==> config.mk <==
export PLATFORM = sky130hd
export DESIGN_NAME = ordered_list_engine
export DESIGN_NICKNAME = d
export VERILOG_FILES = /design/src/rtl/oll_pkg.sv /design/src/rtl/ordered_list_engine.sv
export SDC_FILE = /design/constraint.sdc
export NUM_CORES = 2
export LEC_CHECK = 0
export ABC_AREA = 1
export CORE_ASPECT_RATIO = 1.25
export CORE_MARGIN = 2
export CORE_UTILIZATION = 49
export CTS_CLUSTER_DIAMETER = 50
export DETAILED_ROUTE_END_ITERATION = 7
export DONT_BUFFER_PORTS = 1
export GPL_TIMING_DRIVEN = 0
export HOLD_SLACK_MARGIN = 0.15
export PLACE_DENSITY = 0.75
export SETUP_SLACK_MARGIN = 0.02
export SYNTH_ARGS = -nofsm -noshare
export SYNTH_HDL_FRONTEND = slang
export SYNTH_SLANG_ARGS = --single-unit
==> constraint.sdc <==
create_clock -name clk -period 6.8 [get_ports clk]
set_clock_uncertainty 0.05 [all_clocks]
set_input_delay 1.36 -clock clk [delete_from_list [all_inputs] [get_ports clk]]
set_output_delay 1.36 -clock clk [all_outputs]
set_load 0.01 [all_outputs]
==> src/rtl/oll_pkg.sv <==
package oll_pkg;

  localparam int OLL_CAPACITY = 32;
  localparam int DW = 32;

  localparam logic [2:0] FN_READ       = 3'd0;
  localparam logic [2:0] FN_INS_HEAD   = 3'd1;
  localparam logic [2:0] FN_INS_TAIL   = 3'd2;
  localparam logic [2:0] FN_INS_BEFORE = 3'd3;
  localparam logic [2:0] FN_INS_AFTER  = 3'd4;
  localparam logic [2:0] FN_DEL_HEAD   = 3'd5;
  localparam logic [2:0] FN_DEL_TAIL   = 3'd6;
  localparam logic [2:0] FN_DEL_KEY    = 3'd7;

  localparam logic [1:0] ST_DONE   = 2'd0;
  localparam logic [1:0] ST_ABSENT = 2'd1;
  localparam logic [1:0] ST_FULL   = 2'd2;

endpackage

==> src/rtl/ordered_list_engine.sv <==
// Order: tail delete and refused requests give their result in the cycle after acceptance;
//   tail insert and head insert into an empty list pass through SHUP_RD first. Read out
//   goes through READ_RD and READ_EM, then gives one entry per cycle. A key search adds
//   SCAN_RD and a SCAN_CMP pass per entry visited; each moved entry adds a read and a write pass.
// Throughput: one request at a time; busy is low again when the last result shows.
// Reset: rst (sync) empties the list; the entry memory keeps no reset and needs no sweep.
module ordered_list_engine
  import oll_pkg::*;
#(
  parameter int CAPACITY = OLL_CAPACITY
) (
  input  logic                 clk,
  input  logic                 rst,
  input  logic                 start,
  output logic                 busy,
  input  logic [2:0]           func,
  input  logic signed [DW-1:0] key,
  input  logic signed [DW-1:0] value,
  output logic                 valid,
  output logic signed [DW-1:0] entry,
  output logic [1:0]           status,
  output logic                 last
);

  localparam int CW = $clog2(CAPACITY + 1);
  localparam int AW = (CAPACITY > 1) ? $clog2(CAPACITY) : 1;

  typedef enum logic [2:0] {
    IDLE, READ_RD, READ_EM, SCAN_RD, SCAN_CMP, SHUP_RD, SHUP_WR, SHDN_RD
  } state_t;

  state_t state;
  logic          shdn_wr;
  logic [CW-1:0] count;
  logic [CW-1:0] idx;
  logic [CW-1:0] pos;
  logic [2:0]    func_r;
  logic [DW-1:0] key_r;
  logic [DW-1:0] value_r;

  logic [DW-1:0] mem [CAPACITY];
  logic [DW-1:0] rdata;
  logic [AW-1:0] raddr;
  logic [AW-1:0] waddr;
  logic [DW-1:0] wdata;
  logic          we;

  logic [CW-1:0] idx_inc;
  logic [CW-1:0] idx_dec;
  logic          empty;
  logic          full;

  assign idx_inc = idx + CW'(1);
  assign idx_dec = idx - CW'(1);
  assign empty   = (count == '0);
  assign full    = (count == CW'(CAPACITY));
  assign busy    = (state != IDLE);

  always_comb begin
    raddr = idx[AW-1:0];
    waddr = idx[AW-1:0];
    wdata = rdata;
    we    = 1'b0;
    case (state)
      READ_EM, SCAN_CMP: raddr = idx_inc[AW-1:0];
      SHUP_RD: begin
        raddr = idx_dec[AW-1:0];
        if (idx == pos) begin
          we    = 1'b1;
          wdata = value_r;
        end
      end
      SHUP_WR: we = 1'b1;
      SHDN_RD: begin
        raddr = idx_inc[AW-1:0];
        we    = shdn_wr;
      end
      default: ;
    endcase
  end

  always_ff @(posedge clk) begin
    if (we) begin
      mem[waddr] <= wdata;
    end
    rdata <= mem[raddr];
  end

  always_ff @(posedge clk) begin
    if (rst) begin
      state   <= IDLE;
      count   <= '0;
      idx     <= '0;
      pos     <= '0;
      shdn_wr <= 1'b0;
      valid   <= 1'b0;
      entry   <= '0;
      status  <= ST_DONE;
      last    <= 1'b0;
    end else begin
      valid  <= 1'b0;
      entry  <= '0;
      status <= ST_DONE;
      last   <= 1'b1;
      case (state)
        IDLE: begin
          if (start) begin
            func_r  <= func;
            key_r   <= key;
            value_r <= value;
            idx     <= '0;
            shdn_wr <= 1'b0;
            case (func)
              FN_READ: begin
                if (empty) begin
                  valid  <= 1'b1;
                  status <= ST_ABSENT;
                end else begin
                  state <= READ_RD;
                end
              end
              FN_INS_HEAD, FN_INS_TAIL: begin
                if (full) begin
                  valid  <= 1'b1;
                  status <= ST_FULL;
                end else begin
                  idx   <= count;
                  pos   <= (func == FN_INS_HEAD) ? '0 : count;
                  state <= SHUP_RD;
                end
              end
              FN_INS_BEFORE, FN_INS_AFTER: begin
                if (full || empty) begin
                  valid  <= 1'b1;
                  status <= full ? ST_FULL : ST_ABSENT;
                end else begin
                  state <= SCAN_RD;
                end
              end
              FN_DEL_HEAD: begin
                if (empty) begin
                  valid  <= 1'b1;
                  status <= ST_ABSENT;
                end else begin
                  state <= SHDN_RD;
                end
              end
              FN_DEL_TAIL: begin
                valid <= 1'b1;
                if (empty) begin
                  status <= ST_ABSENT;
                end else begin
                  count <= count - CW'(1);
                end
              end
              FN_DEL_KEY: begin
                if (empty) begin
                  valid  <= 1'b1;
                  status <= ST_ABSENT;
                end else begin
                  state <= SCAN_RD;
                end
              end
              default: begin
                valid  <= 1'b1;
                status <= ST_ABSENT;
              end
            endcase
          end
        end
        READ_RD: state <= READ_EM;
        READ_EM: begin
          valid <= 1'b1;
          entry <= rdata;
          last  <= (idx_inc == count);
          idx   <= idx_inc;
          if (idx_inc == count) begin
            state <= IDLE;
          end
        end
        SCAN_RD: state <= SCAN_CMP;
        SCAN_CMP: begin
          if (rdata == key_r) begin
            if (func_r == FN_DEL_KEY) begin
              state <= SHDN_RD;
            end else begin
              pos   <= (func_r == FN_INS_AFTER) ? idx_inc : idx;
              idx   <= count;
              state <= SHUP_RD;
            end
          end else if (idx_inc == count) begin
            valid  <= 1'b1;
            status <= ST_ABSENT;
            state  <= IDLE;
          end else begin
            idx <= idx_inc;
          end
        end
        SHUP_RD: begin
          if (idx == pos) begin
            count <= count + CW'(1);
            valid <= 1'b1;
            state <= IDLE;
          end else begin
            state <= SHUP_WR;
          end
        end
        SHUP_WR: begin
          idx   <= idx_dec;
          state <= SHUP_RD;
        end
        SHDN_RD: begin
          // shdn_wr: rdata holds entry idx+1 read in the previous pass
          if (shdn_wr) begin
            shdn_wr <= 1'b0;
            idx     <= idx_inc;
          end else if (idx_inc == count) begin
            count <= count - CW'(1);
            valid <= 1'b1;
            state <= IDLE;
          end else begin
            shdn_wr <= 1'b1;
          end
        end
        default: state <= IDLE;
      endcase
    end
  end

endmodule

==> results.py <==
metrics = {
    "status": {
        "outcome": "complete, but fails checks",
        "violations": "max-capacitance violations, max-slew violations",
    },
    "synthesis": {
        "synth_cells": 4950,
        "synthTopCellsByCount": "nand2_1 (1,244), nand3_1 (1,145), edfxtp_1 (1,091)",
        "syn_avg_cell_area_um2": 10.4,
        "yosysWarnings": 0,
        "synth_cell_types": 41,
        "synth.most_common_cell": "nand2_1",
        "ys_seq_elements": 1181,
        "async_flop_share_pct": 0,
        "synth_top_area_share_pct": 63.5,
        "yosysSeqAreaShare_pct": 67.0,
        "syn_nets": 5030,
        "synth_area_leaders": "edfxtp_1 (64%), nand3_1 (11%), nand2_1 (9.1%)",
        "ys.flop_type": "edfxtp_1",
        "yosys.area.top_type": "edfxtp_1",
        "synth_edf_count": 1091,
        "syn-cell-area_um2": 51600,
    },
    "layout": {
        "area_growth_pct": 13.2,
        "register_area_um2": 34600,
        "multi_input_area_um2": 13300,
        "n_fill_cell": 8486,
        "final_nets": 5197,
        "stdcell_area_um2": 58300,
        "drive_gt1_share_pct": 10.6,
    },
    "power_and_ir_drop": {
        "p_per_area_nw_per_um2": 512,
        "p_int_mw": 16.2,
        "leakagePower_nw": 23.9,
        "p_switching_mw": 13.7,
        "clockPowerShare_pct": 21.0,
        "irDropWorstVdd_v": 0.000322,
        "power_frac_seq_pct": 31.7,
        "pwr-share-comb_pct": 47.3,
        "sw_frac_of_total_pct": 45.8,
    },
    "sta": {
        "finalHoldViolCount": 0,
        "finalCriticalPeriod_ns": 4.17,
        "relSlewSlack_pct": -2.65,
        "setup_violations": 0,
        "finalMaxSlewViolations": 60,
        "finalSetupTns_ns": 0,
        "worst_slew_pin_slew_ns": 1.54,
        "finalCritPeriodShare_pct": 61.3,
        "worst_slack_ns": 2.63,
        "rsz0062_at_grt": "no",
        "max_freq_ghz": 0.240,
    },
    "setup_path": {
        "crit_fanout": 12,
        "regToRegStartpoint": "idx[0]$_SDFFE_PP0P_",
        "worst_ep_required_time_ns": 7.30,
        "r2r_slack_ns": 2.63,
        "rr_worst_depth": 15,
        "cp.arrival_ns": 4.66,
        "crit_type": "register to register",
        "reg2reg_to": "rdata[5]$_DFF_P_",
        "start_kind": "register",
        "crit_path_end_kind": "register",
    },
    "grt": {
        "grtUsageMet1_pct": 33.9,
        "overflow": 0,
        "grt_max_degree": 33,
        "track_usage_pct": 29.3,
        "met2_usage_pct": 47.8,
        "antenna_found_initial": 21,
        "top_usage_layer": "met2",
        "grtUsageMet3_pct": 6.18,
        "grt_pass1_vias": 36900,
        "grt_pass1_wl_um": 230000,
    },
    "min_path": {
        "min-delay-start": "pos[4]$_SDFFE_PP0P_",
        "min_to": "pos[4]$_SDFFE_PP0P_",
        "min_delay_path_depth": 2,
        "hp-class": "register to register",
    },
    "placed_design": {
        "place_area_um2": 54300,
        "gp_congestion": 0.954,
        "place_ws_ns": 2.96,
        "dp_hpwl_um": 108000,
        "portBuffers": 0,
    },
    "route": {
        "wl_per_cell_um": 24.4,
        "drc": 0,
        "drt_iter0_drc": 5027,
        "drt-total-wl_um": 161000,
        "dr.pass1.iters": 6,
        "via_per_inst": 5.81,
        "vias": 38200,
        "drt.antenna.violating_nets": 0,
    },
    "floorplan": {
        "die-height_um": 367,
        "die_x_um": 294,
        "start_util_pct": 49.2,
        "io_pins": 107,
        "row_count": 133,
        "core_area_um2": 105000,
        "die_area_um2": 108000,
    },
    "cts": {
        "cts_resized": 0,
        "cts_tree": "yes",
        "cts_max_level": 3,
        "cts_buffer_depth": 3,
        "clock_sinks": 1181,
        "numCtsBuffers": 117,
        "cts_hold_buf": 0,
        "clock_latency_ns": 0.71,
        "clkTransAtPathRegs_ns": 0.06,
        "cts-root-buf": "clkbuf_16",
        "postCtsSetupBuffers": 0,
    },
    "run": {
        "drv_cap": 4,
    },
}
stage by stage:
step	utilization, %	power [mW]	instances	hold WS [ns]
CTS	55.3	29.0	6553	0.410
global route	55.6	30.8	6572	0.433
detailed placement	51.8	22.8	6336	0.401
floorplan	-	17.1	4950	0.383
finish	55.7	29.9	6577	0.408
global placement	50.8	22.5	6300	0.396
registers in the layout (all words and copies together), names as in the netlist, 2 cells and up:
signal and flops:
status 2, state 3, value_r 32, func_r 3
rdata 32, entry 32, idx 6, pos 6
key_r 32, mem 1024, count 6
final cells by class:
| class | count | area share (%) |
|---|---|---|
| Multi-Input combinational cell | 2829 | 22.8 |
| Buffer | 293 | 2.55 |
| Sequential cell | 1181 | 59.2 |
| Clock inverter | 64 | 0.995 |
| Inverter | 647 | 4.16 |
| Timing Repair Buffer | 48 | 1.94 |
| Tap cell | 1350 | 2.89 |
| Antenna cell | 12 | 0.0515 |
| Clock buffer | 153 | 5.32 |
kinds of logic after synthesis:
kind of cell | count (synthesis) | share of synthesized area [%]
and+or+nand+nor | 2696 | 23.5
xor gates and xnor gates | 40 | 0.679
AOI/OAI and AO/OA | 83 | 0.891
buffers and inverters | 940 | 7.60
adders and majority gates | 10 | 0.257
DFF | 1181 | 67.0
critical path, cell delays in order, from the launching register on:
cell	delay, ns
dfxtp_1	0.36
buf_2	0.23
inv_2	0.15
ha_1	0.44
inv_1	0.17
nand2_1	0.13
nand2_1	0.07
nor2_2	0.35
buf_2	0.65
buf_2	0.47
nand2_1	0.11
nand3_1	0.08
nand3_1	0.11
nand2_1	0.15
nand2_1	0.09
nand2_1	0.39
routing by layer:
metal / share of wire, % / routed length (µm)
met3: 11 / 17100
met4: 8.3 / 13300
met5: 0.031 / 50
met1: 33 / 53500
met2: 48 / 76700
power by group through the flow:
stage | Clock, mW | Combinational (mW) | Sequential, mW
5_1_grt | 6.55 | 14.7 | 9.48
2_1_floorplan | 0 | 7.62 | 9.53
6_report | 6.28 | 14.1 | 9.47
3_5_place_dp | 0 | 13.2 | 9.64
3_3_place_gp | 0 | 12.8 | 9.66
4_1_cts | 6.27 | 13.3 | 9.49
cell usage in the layout, fill, tap and decap left out, types with 34 or more instances in the layout:
master / n
nand3b_1: 128
clkbuf_16: 117
nor2_1: 113
nand2_1: 1244
nor2_4: 34
dfxtp_1: 90
inv_1: 620
edfxtp_1: 1091
clkbuf_1: 54
nand3_1: 1145
buf_2: 246
o21ai_0: 45
worst max-delay path by stage:
stage                              startpoint               endpoint  slack (ns)  depth (start not counted)
final                     idx[0]$_SDFFE_PP0P_       rdata[5]$_DFF_P_        2.63                         15
after global routing      idx[0]$_SDFFE_PP0P_       rdata[5]$_DFF_P_        2.68                         15
after floorplan                         start    func_r[0]$_DFFE_PP_        1.86                          4
after CTS                 idx[0]$_SDFFE_PP0P_       rdata[6]$_DFF_P_        2.89                         15
after global placement                    rst  value_r[30]$_DFFE_PP_        0.40                          2
after detailed placement  idx[0]$_SDFFE_PP0P_  mem[12][11]$_DFFE_PP_        2.96                         11
No activity file was read; power rests on OpenSTA's default activity.
